$ cat config.mk
export PLATFORM = sky130hd
export DESIGN_NAME = midpoint_ellipse_rasterizer
export DESIGN_NICKNAME = d
export VERILOG_FILES = /design/src/hdl/mer_pkg.sv /design/src/hdl/midpoint_ellipse_rasterizer.sv /design/src/hdl/mer_sequencer.sv /design/src/hdl/mer_datapath.sv
export SDC_FILE = /design/constraint.sdc
export NUM_CORES = 2
export LEC_CHECK = 0
export BUFFER_PORTS_ARGS = -buffer_cell sky130_fd_sc_hd__buf_2
export CAP_MARGIN = 10
export CORE_ASPECT_RATIO = 0.8
export CORE_MARGIN = 5
export CORE_UTILIZATION = 40
export CTS_BUF_LIST = sky130_fd_sc_hd__clkbuf_16
export CTS_CLUSTER_SIZE = 25
export DETAILED_ROUTE_END_ITERATION = 10
export PLACE_DENSITY = 0.65
export SLEW_MARGIN = 20
export SYNTH_ARGS = -nofsm -noshare
export SYNTH_HDL_FRONTEND = slang
export SYNTH_SLANG_ARGS = --single-unit
$ cat constraint.sdc
create_clock -name i_clk -period 11 [get_ports i_clk]
set_input_delay 0.55 -clock i_clk [delete_from_list [all_inputs] [get_ports i_clk]]
set_output_delay 0.55 -clock i_clk [all_outputs]
set_load 0.05 [all_outputs]
$ cat src/hdl/mer_pkg.sv
`timescale 1ns / 1ps

package mer_pkg;

    localparam int COORD_BITS_DEF = 12;
    localparam int RAD_W   = 11;
    localparam int OFF_W   = 12;
    localparam int SQ_W    = 2 * RAD_W;
    localparam int PXY_W   = SQ_W + OFF_W + 2;
    localparam int MUL_W   = 26;
    localparam int PROD_W  = 2 * MUL_W;
    localparam int DEC_W   = PROD_W;
    localparam int ADDR_W  = 4;
    localparam int CFG_IDX_W = 2;

    localparam logic [CFG_IDX_W-1:0] CFG_CENTER_X = 2'd0;
    localparam logic [CFG_IDX_W-1:0] CFG_CENTER_Y = 2'd1;
    localparam logic [CFG_IDX_W-1:0] CFG_RADIUS_X = 2'd2;
    localparam logic [CFG_IDX_W-1:0] CFG_RADIUS_Y = 2'd3;

    localparam logic [ADDR_W-1:0] ST_IDLE  = 4'd0;
    localparam logic [ADDR_W-1:0] ST_INIT0 = 4'd1;
    localparam logic [ADDR_W-1:0] ST_INIT1 = 4'd2;
    localparam logic [ADDR_W-1:0] ST_INIT2 = 4'd3;
    localparam logic [ADDR_W-1:0] ST_INIT3 = 4'd4;
    localparam logic [ADDR_W-1:0] ST_INIT4 = 4'd5;
    localparam logic [ADDR_W-1:0] ST_INIT5 = 4'd6;
    localparam logic [ADDR_W-1:0] ST_SW0   = 4'd7;
    localparam logic [ADDR_W-1:0] ST_SW1   = 4'd8;
    localparam logic [ADDR_W-1:0] ST_SW2   = 4'd9;
    localparam logic [ADDR_W-1:0] ST_SW3   = 4'd10;
    localparam logic [ADDR_W-1:0] ST_SW4   = 4'd11;
    localparam logic [ADDR_W-1:0] ST_SW5   = 4'd12;
    localparam logic [ADDR_W-1:0] ST_MOVE  = 4'd13;
    localparam logic [ADDR_W-1:0] ST_EMIT  = 4'd14;

    typedef enum logic [1:0] {
        J_NEXT,
        J_GOTO,
        J_DISPATCH
    } t_jmp;

    typedef enum logic [2:0] {
        M_RX,
        M_RY,
        M_A,
        M_B,
        M_H,
        M_K,
        M_PROD
    } t_msel;

    typedef enum logic [3:0] {
        OP_NONE,
        OP_LATCH,
        OP_LD_A,
        OP_LD_B,
        OP_INIT_DEC,
        OP_ACC_LD,
        OP_ACC_ADD4,
        OP_SW_DEC,
        OP_MOVE,
        OP_DEC_UPD
    } t_dop;

    typedef struct packed {
        logic              accept;
        logic              emit;
        logic              mul_en;
        t_msel             mul_a;
        t_msel             mul_b;
        t_dop              op;
        t_jmp              jmp;
        logic [ADDR_W-1:0] target;
    } t_ctl;

    typedef struct packed {
        logic started;
        logic in_r2;
        logic px_le_py;
        logic out_busy;
    } t_stat;

    localparam t_ctl CTL_NOP = '{
        accept: 1'b0,
        emit:   1'b0,
        mul_en: 1'b0,
        mul_a:  M_RX,
        mul_b:  M_RX,
        op:     OP_NONE,
        jmp:    J_NEXT,
        target: ST_IDLE
    };

    function automatic t_ctl ucode(input logic [ADDR_W-1:0] addr);
        t_ctl c;
        c = CTL_NOP;
        unique case (addr)
            ST_IDLE: begin
                c.accept = 1'b1;
                c.jmp    = J_DISPATCH;
            end
            ST_INIT0: begin
                c.op = OP_LATCH;
            end
            ST_INIT1: begin
                c.mul_en = 1'b1;
                c.mul_a  = M_RY;
                c.mul_b  = M_RY;
            end
            ST_INIT2: begin
                c.op     = OP_LD_A;
                c.mul_en = 1'b1;
                c.mul_a  = M_RX;
                c.mul_b  = M_RX;
            end
            ST_INIT3: begin
                c.op = OP_LD_B;
            end
            ST_INIT4: begin
                c.mul_en = 1'b1;
                c.mul_a  = M_B;
                c.mul_b  = M_RY;
            end
            ST_INIT5: begin
                c.op     = OP_INIT_DEC;
                c.jmp    = J_GOTO;
                c.target = ST_MOVE;
            end
            ST_SW0: begin
                c.mul_en = 1'b1;
                c.mul_a  = M_H;
                c.mul_b  = M_H;
            end
            ST_SW1: begin
                c.mul_en = 1'b1;
                c.mul_a  = M_A;
                c.mul_b  = M_PROD;
            end
            ST_SW2: begin
                c.op     = OP_ACC_LD;
                c.mul_en = 1'b1;
                c.mul_a  = M_K;
                c.mul_b  = M_K;
            end
            ST_SW3: begin
                c.mul_en = 1'b1;
                c.mul_a  = M_B;
                c.mul_b  = M_PROD;
            end
            ST_SW4: begin
                c.op     = OP_ACC_ADD4;
                c.mul_en = 1'b1;
                c.mul_a  = M_A;
                c.mul_b  = M_B;
            end
            ST_SW5: begin
                c.op     = OP_SW_DEC;
                c.jmp    = J_GOTO;
                c.target = ST_MOVE;
            end
            ST_MOVE: begin
                c.op = OP_MOVE;
            end
            ST_EMIT: begin
                c.op     = OP_DEC_UPD;
                c.emit   = 1'b1;
                c.jmp    = J_GOTO;
                c.target = ST_IDLE;
            end
            default: begin
                c.jmp    = J_GOTO;
                c.target = ST_IDLE;
            end
        endcase
        return c;
    endfunction

endpackage

$ cat src/hdl/midpoint_ellipse_rasterizer.sv
`timescale 1ns / 1ps

// channel   dir  handshake                       payload
// s_axis    in   s_axis_tvalid / s_axis_tready   tdata[0] restart
// m_axis    out  m_axis_tvalid / m_axis_tready   tdata x_right,x_left,y_lower,y_upper; tlast
// cfg       in   i_cfg_valid / o_cfg_ready       i_cfg_index, i_cfg_data
//
// A step runs dispatch, move, then decision update with result load.
// Starting a walk adds the INIT0-INIT5 steps, the one-time region switch the SW0-SW5 steps;
// both use the shared 26x26 multiplier that the microprogram runs through.
// Reset clears the step counter and walk flags; the first transfer starts a walk.
// A full result register stalls the sequencer only at its result-load step.

module midpoint_ellipse_rasterizer #(
    parameter int COORD_BITS = mer_pkg::COORD_BITS_DEF
) (
    input  logic                                i_clk,
    input  logic                                i_rst_n,
    input  logic                                s_axis_tvalid,
    output logic                                s_axis_tready,
    input  logic [7:0]                          s_axis_tdata,   // [0] restart
    output logic                                m_axis_tvalid,
    input  logic                                m_axis_tready,
    // x_right, x_left, y_lower, y_upper, each COORD_BITS+2 bits, from bit 0 up
    output logic [((4*(COORD_BITS+2)+7)/8)*8-1:0] m_axis_tdata,
    output logic                                m_axis_tlast,
    input  logic                                i_cfg_valid,
    output logic                                o_cfg_ready,
    input  logic [mer_pkg::CFG_IDX_W-1:0]       i_cfg_index,
    input  logic [((COORD_BITS > mer_pkg::RAD_W) ? COORD_BITS : mer_pkg::RAD_W)-1:0]
                                                i_cfg_data
);

    localparam int OW   = COORD_BITS + 2;
    localparam int TD_W = ((4 * OW + 7) / 8) * 8;

    mer_pkg::t_ctl  ctl;
    mer_pkg::t_stat stat;
    logic           fire;
    logic [OW-1:0]  x_right, x_left, y_lower, y_upper;

    mer_sequencer u_seq (
        .i_clk      (i_clk),
        .i_rst_n    (i_rst_n),
        .i_in_valid (s_axis_tvalid),
        .i_restart  (s_axis_tdata[0]),
        .i_stat     (stat),
        .o_in_ready (s_axis_tready),
        .o_ctl      (ctl),
        .o_fire     (fire)
    );

    mer_datapath #(
        .COORD_BITS (COORD_BITS)
    ) u_dp (
        .i_clk       (i_clk),
        .i_rst_n     (i_rst_n),
        .i_ctl       (ctl),
        .i_fire      (fire),
        .o_stat      (stat),
        .i_cfg_valid (i_cfg_valid),
        .i_cfg_index (i_cfg_index),
        .i_cfg_data  (i_cfg_data),
        .i_out_ready (m_axis_tready),
        .o_out_valid (m_axis_tvalid),
        .o_x_right   (x_right),
        .o_x_left    (x_left),
        .o_y_lower   (y_lower),
        .o_y_upper   (y_upper),
        .o_last      (m_axis_tlast)
    );

    assign m_axis_tdata = TD_W'({y_upper, y_lower, x_left, x_right});
    assign o_cfg_ready  = 1'b1;

endmodule

$ cat src/hdl/mer_sequencer.sv
`timescale 1ns / 1ps

module mer_sequencer (
    input  logic           i_clk,
    input  logic           i_rst_n,
    input  logic           i_in_valid,
    input  logic           i_restart,
    input  mer_pkg::t_stat i_stat,
    output logic           o_in_ready,
    output mer_pkg::t_ctl  o_ctl,
    output logic           o_fire
);

    logic [mer_pkg::ADDR_W-1:0] r_step;
    logic [mer_pkg::ADDR_W-1:0] n_step;
    mer_pkg::t_ctl              ctl;
    logic                       fire;

    always_comb begin
        ctl = mer_pkg::ucode(r_step);
        priority if (ctl.accept) begin
            fire = i_in_valid;
        end else if (ctl.emit) begin
            fire = !i_stat.out_busy;
        end else begin
            fire = 1'b1;
        end
    end

    always_comb begin
        n_step = r_step;
        if (fire) begin
            unique case (ctl.jmp)
                mer_pkg::J_NEXT: begin
                    n_step = r_step + 1'b1;
                end
                mer_pkg::J_GOTO: begin
                    n_step = ctl.target;
                end
                mer_pkg::J_DISPATCH: begin
                    priority if (i_restart || !i_stat.started) begin
                        n_step = mer_pkg::ST_INIT0;
                    end else if (i_stat.in_r2 || i_stat.px_le_py) begin
                        n_step = mer_pkg::ST_MOVE;
                    end else begin
                        n_step = mer_pkg::ST_SW0;
                    end
                end
                default: begin
                    n_step = mer_pkg::ST_IDLE;
                end
            endcase
        end
    end

    always_ff @(posedge i_clk) begin
        if (!i_rst_n) begin
            r_step <= mer_pkg::ST_IDLE;
        end else begin
            r_step <= n_step;
        end
    end

    assign o_ctl      = ctl;
    assign o_fire     = fire;
    assign o_in_ready = ctl.accept;

endmodule

$ cat src/hdl/mer_datapath.sv
`timescale 1ns / 1ps

module mer_datapath #(
    parameter int COORD_BITS = mer_pkg::COORD_BITS_DEF
) (
    input  logic                                i_clk,
    input  logic                                i_rst_n,
    input  mer_pkg::t_ctl                       i_ctl,
    input  logic                                i_fire,
    output mer_pkg::t_stat                      o_stat,
    input  logic                                i_cfg_valid,
    input  logic [mer_pkg::CFG_IDX_W-1:0]       i_cfg_index,
    input  logic [((COORD_BITS > mer_pkg::RAD_W) ? COORD_BITS : mer_pkg::RAD_W)-1:0]
                                                i_cfg_data,
    input  logic                                i_out_ready,
    output logic                                o_out_valid,
    output logic [COORD_BITS+1:0]               o_x_right,
    output logic [COORD_BITS+1:0]               o_x_left,
    output logic [COORD_BITS+1:0]               o_y_lower,
    output logic [COORD_BITS+1:0]               o_y_upper,
    output logic                                o_last
);

    localparam int OW    = COORD_BITS + 2;
    localparam int DEC_W = mer_pkg::DEC_W;
    localparam int PXY_W = mer_pkg::PXY_W;
    localparam int MUL_W = mer_pkg::MUL_W;

    logic [COORD_BITS-1:0]       r_cx, r_cy;
    logic [mer_pkg::RAD_W-1:0]   r_rx_cfg, r_ry_cfg;
    logic [mer_pkg::RAD_W-1:0]   r_rx, r_ry;
    logic [mer_pkg::SQ_W-1:0]    r_a, r_b;
    logic [mer_pkg::OFF_W-1:0]   r_x;
    logic [mer_pkg::RAD_W-1:0]   r_y;
    logic [PXY_W-1:0]            r_px, r_py;
    logic signed [DEC_W-1:0]     r_dec, r_acc;
    logic [mer_pkg::PROD_W-1:0]  r_prod;
    logic                        r_r2, r_diag, r_started;
    logic                        r_ovalid;
    logic [OW-1:0]               r_xr, r_xl, r_yl, r_yu;
    logic                        r_last;

    logic [MUL_W-1:0]            op_a, op_b;
    logic signed [DEC_W-1:0]     s_a, s_b, s_px, s_py, s_prod, s_b4;
    logic                        diag, step_x, step_y;
    logic [PXY_W-1:0]            a2, b2;

    function automatic logic [MUL_W-1:0] msel(input mer_pkg::t_msel s);
        logic [MUL_W-1:0] v;
        unique case (s)
            mer_pkg::M_RX:   v = MUL_W'(r_rx);
            mer_pkg::M_RY:   v = MUL_W'(r_ry);
            mer_pkg::M_A:    v = MUL_W'(r_a);
            mer_pkg::M_B:    v = MUL_W'(r_b);
            mer_pkg::M_H:    v = MUL_W'({r_x, 1'b1});
            mer_pkg::M_K:    v = MUL_W'(r_y - 1'b1);
            mer_pkg::M_PROD: v = r_prod[MUL_W-1:0];
            default:         v = '0;
        endcase
        return v;
    endfunction

    always_comb begin
        op_a   = msel(i_ctl.mul_a);
        op_b   = msel(i_ctl.mul_b);
        s_a    = DEC_W'(r_a);
        s_b    = DEC_W'(r_b);
        s_px   = DEC_W'(r_px);
        s_py   = DEC_W'(r_py);
        s_prod = DEC_W'(r_prod);
        s_b4   = DEC_W'(r_b >> 2);
        a2     = PXY_W'({r_a, 1'b0});
        b2     = PXY_W'({r_b, 1'b0});
        if (r_r2) begin
            diag   = r_dec[DEC_W-1] || (r_dec == '0);
            step_x = diag;
            step_y = 1'b1;
        end else begin
            diag   = !r_dec[DEC_W-1];
            step_x = 1'b1;
            step_y = diag;
        end
    end

    // config registers
    always_ff @(posedge i_clk) begin
        if (!i_rst_n) begin
            r_cx     <= '0;
            r_cy     <= '0;
            r_rx_cfg <= mer_pkg::RAD_W'(1);
            r_ry_cfg <= mer_pkg::RAD_W'(1);
        end else if (i_cfg_valid) begin
            unique case (i_cfg_index)
                mer_pkg::CFG_CENTER_X: r_cx     <= i_cfg_data[COORD_BITS-1:0];
                mer_pkg::CFG_CENTER_Y: r_cy     <= i_cfg_data[COORD_BITS-1:0];
                mer_pkg::CFG_RADIUS_X: r_rx_cfg <= i_cfg_data[mer_pkg::RAD_W-1:0];
                mer_pkg::CFG_RADIUS_Y: r_ry_cfg <= i_cfg_data[mer_pkg::RAD_W-1:0];
                default: begin
                end
            endcase
        end
    end

    // control flags
    always_ff @(posedge i_clk) begin
        if (!i_rst_n) begin
            r_started <= 1'b0;
            r_r2      <= 1'b0;
            r_ovalid  <= 1'b0;
        end else begin
            if (i_fire && i_ctl.op == mer_pkg::OP_LATCH) begin
                r_started <= 1'b1;
                r_r2      <= 1'b0;
            end
            if (i_fire && i_ctl.op == mer_pkg::OP_SW_DEC) begin
                r_r2 <= 1'b1;
            end
            if (i_fire && i_ctl.emit && r_y == '0) begin
                r_started <= 1'b0;
            end
            if (i_fire && i_ctl.emit) begin
                r_ovalid <= 1'b1;
            end else if (i_out_ready) begin
                r_ovalid <= 1'b0;
            end
        end
    end

    // datapath
    always_ff @(posedge i_clk) begin
        if (i_fire && i_ctl.mul_en) begin
            r_prod <= mer_pkg::PROD_W'(op_a * op_b);
        end
        if (i_fire) begin
            unique case (i_ctl.op)
                mer_pkg::OP_NONE: begin
                end
                mer_pkg::OP_LATCH: begin
                    r_rx <= (r_rx_cfg == '0) ? mer_pkg::RAD_W'(1) : r_rx_cfg;
                    r_ry <= (r_ry_cfg == '0) ? mer_pkg::RAD_W'(1) : r_ry_cfg;
                    r_x  <= '0;
                    r_y  <= (r_ry_cfg == '0) ? mer_pkg::RAD_W'(1) : r_ry_cfg;
                end
                mer_pkg::OP_LD_A: begin
                    r_a <= r_prod[mer_pkg::SQ_W-1:0];
                end
                mer_pkg::OP_LD_B: begin
                    r_b <= r_prod[mer_pkg::SQ_W-1:0];
                end
                mer_pkg::OP_INIT_DEC: begin
                    r_dec <= s_a - s_prod + s_b4;
                    r_px  <= '0;
                    r_py  <= PXY_W'({r_prod, 1'b0});
                end
                mer_pkg::OP_ACC_LD: begin
                    r_acc <= s_prod;
                end
                mer_pkg::OP_ACC_ADD4: begin
                    r_acc <= r_acc + (s_prod <<< 2);
                end
                mer_pkg::OP_SW_DEC: begin
                    r_dec <= r_acc - (s_prod <<< 2);
                end
                mer_pkg::OP_MOVE: begin
                    r_diag <= diag;
                    if (step_x) begin
                        r_x  <= r_x + 1'b1;
                        r_px <= r_px + a2;
                    end
                    if (step_y) begin
                        r_y  <= r_y - 1'b1;
                        r_py <= r_py - b2;
                    end
                end
                mer_pkg::OP_DEC_UPD: begin
                    if (r_r2) begin
                        r_dec <= r_dec + (((r_diag ? s_px : '0) - s_py + s_b) <<< 2);
                    end else begin
                        r_dec <= r_dec + s_px + s_a - (r_diag ? s_py : '0);
                    end
                end
                default: begin
                end
            endcase
        end
        if (i_fire && i_ctl.emit) begin
            r_xr   <= OW'(r_cx) + OW'(r_x);
            r_xl   <= OW'(r_cx) - OW'(r_x);
            r_yl   <= OW'(r_cy) + OW'(r_y);
            r_yu   <= OW'(r_cy) - OW'(r_y);
            r_last <= (r_y == '0);
        end
    end

    assign o_stat.started  = r_started;
    assign o_stat.in_r2    = r_r2;
    assign o_stat.px_le_py = (r_px <= r_py);
    assign o_stat.out_busy = r_ovalid && !i_out_ready;

    assign o_out_valid = r_ovalid;
    assign o_x_right   = r_xr;
    assign o_x_left    = r_xl;
    assign o_y_lower   = r_yl;
    assign o_y_upper   = r_yu;
    assign o_last      = r_last;

endmodule

==> results by group <==
Clock tree
  – CTS sink cnt: 420
  – Setup bufs post-CTS: 0
  – CTS tree: yes
  – Htree depth: 2
  – CTS buffer count: 49
  – Clock tree root buffer cell: clkbuf_16
  – Clock buffer depth: 3
  – Clock Latency Late Sink: slightly below 700 ps
  – Clock-pin slew on the worst setup and hold paths: 70 ps

GRT
  – GRT Overall Usage: 0.2418
  – GR Overflow Total: 0
  – Largest net degree at the start of global routing: around 70
  – Vias in the first global route: 51,680
  – Global-route wire length before repair: just over 300 mm
  – Antenna violations before repair: 2

Critical path
  – CP startpoint kind: register
  – Worst-path fanout max: 18
  – Slowest cell on the critical path: nor4_2
  – Required time of the critical path: ~11,000 ps
  – CP bufs+invs: 7
  – CP delay by family, top: adder cells
  – Setup crit end kind: register
  – Type of the worst setup path: register to register
  – CP dominant cell by count: fa_1
  – Crit-path max cell delay: about 1000 ps
  – CP arrival: 10,940 ps

Placement
  – GP Congestion: about 0.96
  – Dpl hpwl: ~170 mm
  – PortBufs: 76
  – Pre-CTS WS: ~550 ps

Route
  – Via-per-instance ratio: 5.635
  – DR iter-0 viols: ~5,800
  – Vias: 53,100
  – Routed len/inst: approximately 22 um
  – Drt drc: 0
  – Post-DRT Antenna Nets: 0
  – DRT Pass-1 Iters: 8
  – Final wirelength: ~200 mm

Floorplan
  – # IOs: 87
  – Core footprint: ~160,000 sq um
  – Die footprint: 164,700 sq um
  – Row count: 129
  – Die height: 364.0 um
  – DIE WIDTH: approximately 450 um
  – Starting density of the core: 0.4039

Synthesis
  – Post-synth top flop: edfxtp_1
  – Count of flip-flops with a built-in enable after synthesis: around 370
  – Ys async rst share: 0
  – Post-synthesis cell count: 7,333
  – Post-synthesis sequential area ratio: 0.1928
  – Yosys Warn Count: 0
  – Mean post-synth cell area: approximately 8.5 sq um
  – Netlist cell types: 96
  – Flops & latches, synth: between 400 and 500
  – Synth Cell Area: approximately 63,000 sq um

Flow run
  – Max Cap Viol: 0

STA
  – Final Hold Viols: 0
  – Count of pins over their slew limit: 0
  – Final setup margin: 450.7 ps
  – Slew HR: 0.1713
  – Final setup TNS: 0 ps
  – Hold Slack: between 100 and 150 ps
  – RSZ-0062 raised after global routing: false
  – Crit share post-route: 0.9590
  – Setup violators final: 0
  – Final worst clock skew: approximately 57 ps
  – Period minus WS final: between 10,000 and 15,000 ps
  – F_max: ~0.095 GHz
  – Worst slew pin tran: approximately 1200 ps

Outcome
  – Status: complete, no violations

Finish
  – Layout cells sized above 1: 0.05309
  – Diodes inserted: 0
  – Fillers: roughly 15,000
  – Area Growth Syn to Fin: 7.614%
  – Final nets: 8,628

Worst hold path
  – Hold Crit Class: primary input to register
==> Yosys cell counts (40+ instances only) <==
library cell     n  area (sq um)
clkbuf_1       284          1066
nor3_1          96         480.5
a21o_1         170          1276
and3_1          41         256.5
nor2_1         659          2474
edfxtp_1       367         11020
nor2b_1         47         294.0
nand4_1         59         369.1
xnor2_1        277          2426
nand2_1        740          2778
o21bai_1        87         653.1
ha_1           632          7908
fa_1           682         13650
xor2_1         116          1016
o21a_1          46         345.3
inv_1         1241          4658
a31oi_1         40         250.2
dfxtp_1         53          1061
nor4_1          54         337.8
a21oi_1        444          2222
and2_1          88         550.5
nand3_1        115         575.6
o21ai_0        351          1757
nand2b_1        47         294.0
o211ai_1        46         345.3
==> worst min-delay path, stage by stage <==
cell and delay (ps):
buf_2 100, mux2i_1 60, nor2_1 70
==> area by class of cell <==
type / count / area, sq um / area share
clock inverter: 42 / 425.4 / 0.006309
clock buffer: 49 / 1226 / 0.01819
inverter: 1248 / 4684 / 0.06947
multi-input combinational: 5344 / 44870 / 0.6654
timing repair buffer: 224 / 1516 / 0.02249
tap: 2096 / 2623 / 0.03889
sequential: 420 / 12080 / 0.1792
==> flip-flops by register name, indices dropped and copies added (netlist names), 12 cells and up <==
register and count:
u_dp.o_y_upper 12, u_dp.o_x_left 12, u_dp.r_b 22, u_dp.o_y_lower 13
u_dp.r_prod 52, u_dp.r_px 35, u_dp.r_cy 12, u_dp.r_py 35
u_dp.r_acc 52, u_dp.r_x 12, u_dp.r_dec 52, u_dp.o_x_right 13
u_dp.r_a 22, u_dp.r_cx 12
==> cells by family after synthesis <==
kind of cell             Yosys count  share of synthesized area
buffers and inverters           1571                    0.09537
XOR/XNOR                         393                    0.05494
adder cells (fa/ha/maj)         1314                     0.3441
AO/OA/AOI/OAI                   1562                     0.1622
flip-flops                       420                     0.1928
AND/OR/NAND/NOR                 2036                     0.1448
other                              2                  0.0001199
multiplexers                      35                   0.005611
==> stage by stage <==
stage | cells | area (sq um) | utilization
after detailed placement | 9329 | 65730 | 0.4237
after floorplan | 7334 | 62660 | -
after global placement | 9329 | 65730 | 0.4237
after global routing | 9423 | 67430 | 0.4347
final | 9423 | 67430 | 0.4347
after CTS | 9420 | 67380 | 0.4344
==> worst paths after layout <==
path                                  startpoint               to  slack (ps)  cells after the start
worst min register to register  u_dp.r_rx_cfg[3]     u_dp.r_rx[3]         460                      0
worst max register to register   u_seq.r_step[0]  u_dp.r_prod[51]         450                     30
worst min-delay path              i_cfg_data[11]    u_dp.r_cy[11]         140                      3
worst max-delay path             u_seq.r_step[0]  u_dp.r_prod[51]         450                     30
==> per-layer routing <==
metal	up-vias	wire length, um	global-route usage	part of all wire
met5	-	13	0	0.000064
met4	2	4981	0.05064	0.025
met3	266	23000	0.05417	0.11
met2	2481	78460	0.3371	0.39
met1	26060	96490	0.3785	0.48
li1	24290	-	-	-
==> repair_timing <==
item | 4_1_cts | 5_1_grt
resized for setup | 0 | 1
hold buffers | 0 | 0
endpoints found under the hold margin | 0 | 0
setup endpoints to repair | 0 | 1
==> cell usage in the layout (no fill, tap or decap), drive strengths merged, types with 115 or more instances in the layout <==
cell type and count:
inv 1252, nand2 740, fa 682, nor2 660
ha 632, a21oi 445, edfxtp 367, o21ai 363
xnor2 277, buf 223, a21o 170, xor2 116
nand3 115
Power is not shown: default switching activity piles up to over one toggle a cycle in this logic, so the estimate is an artifact.
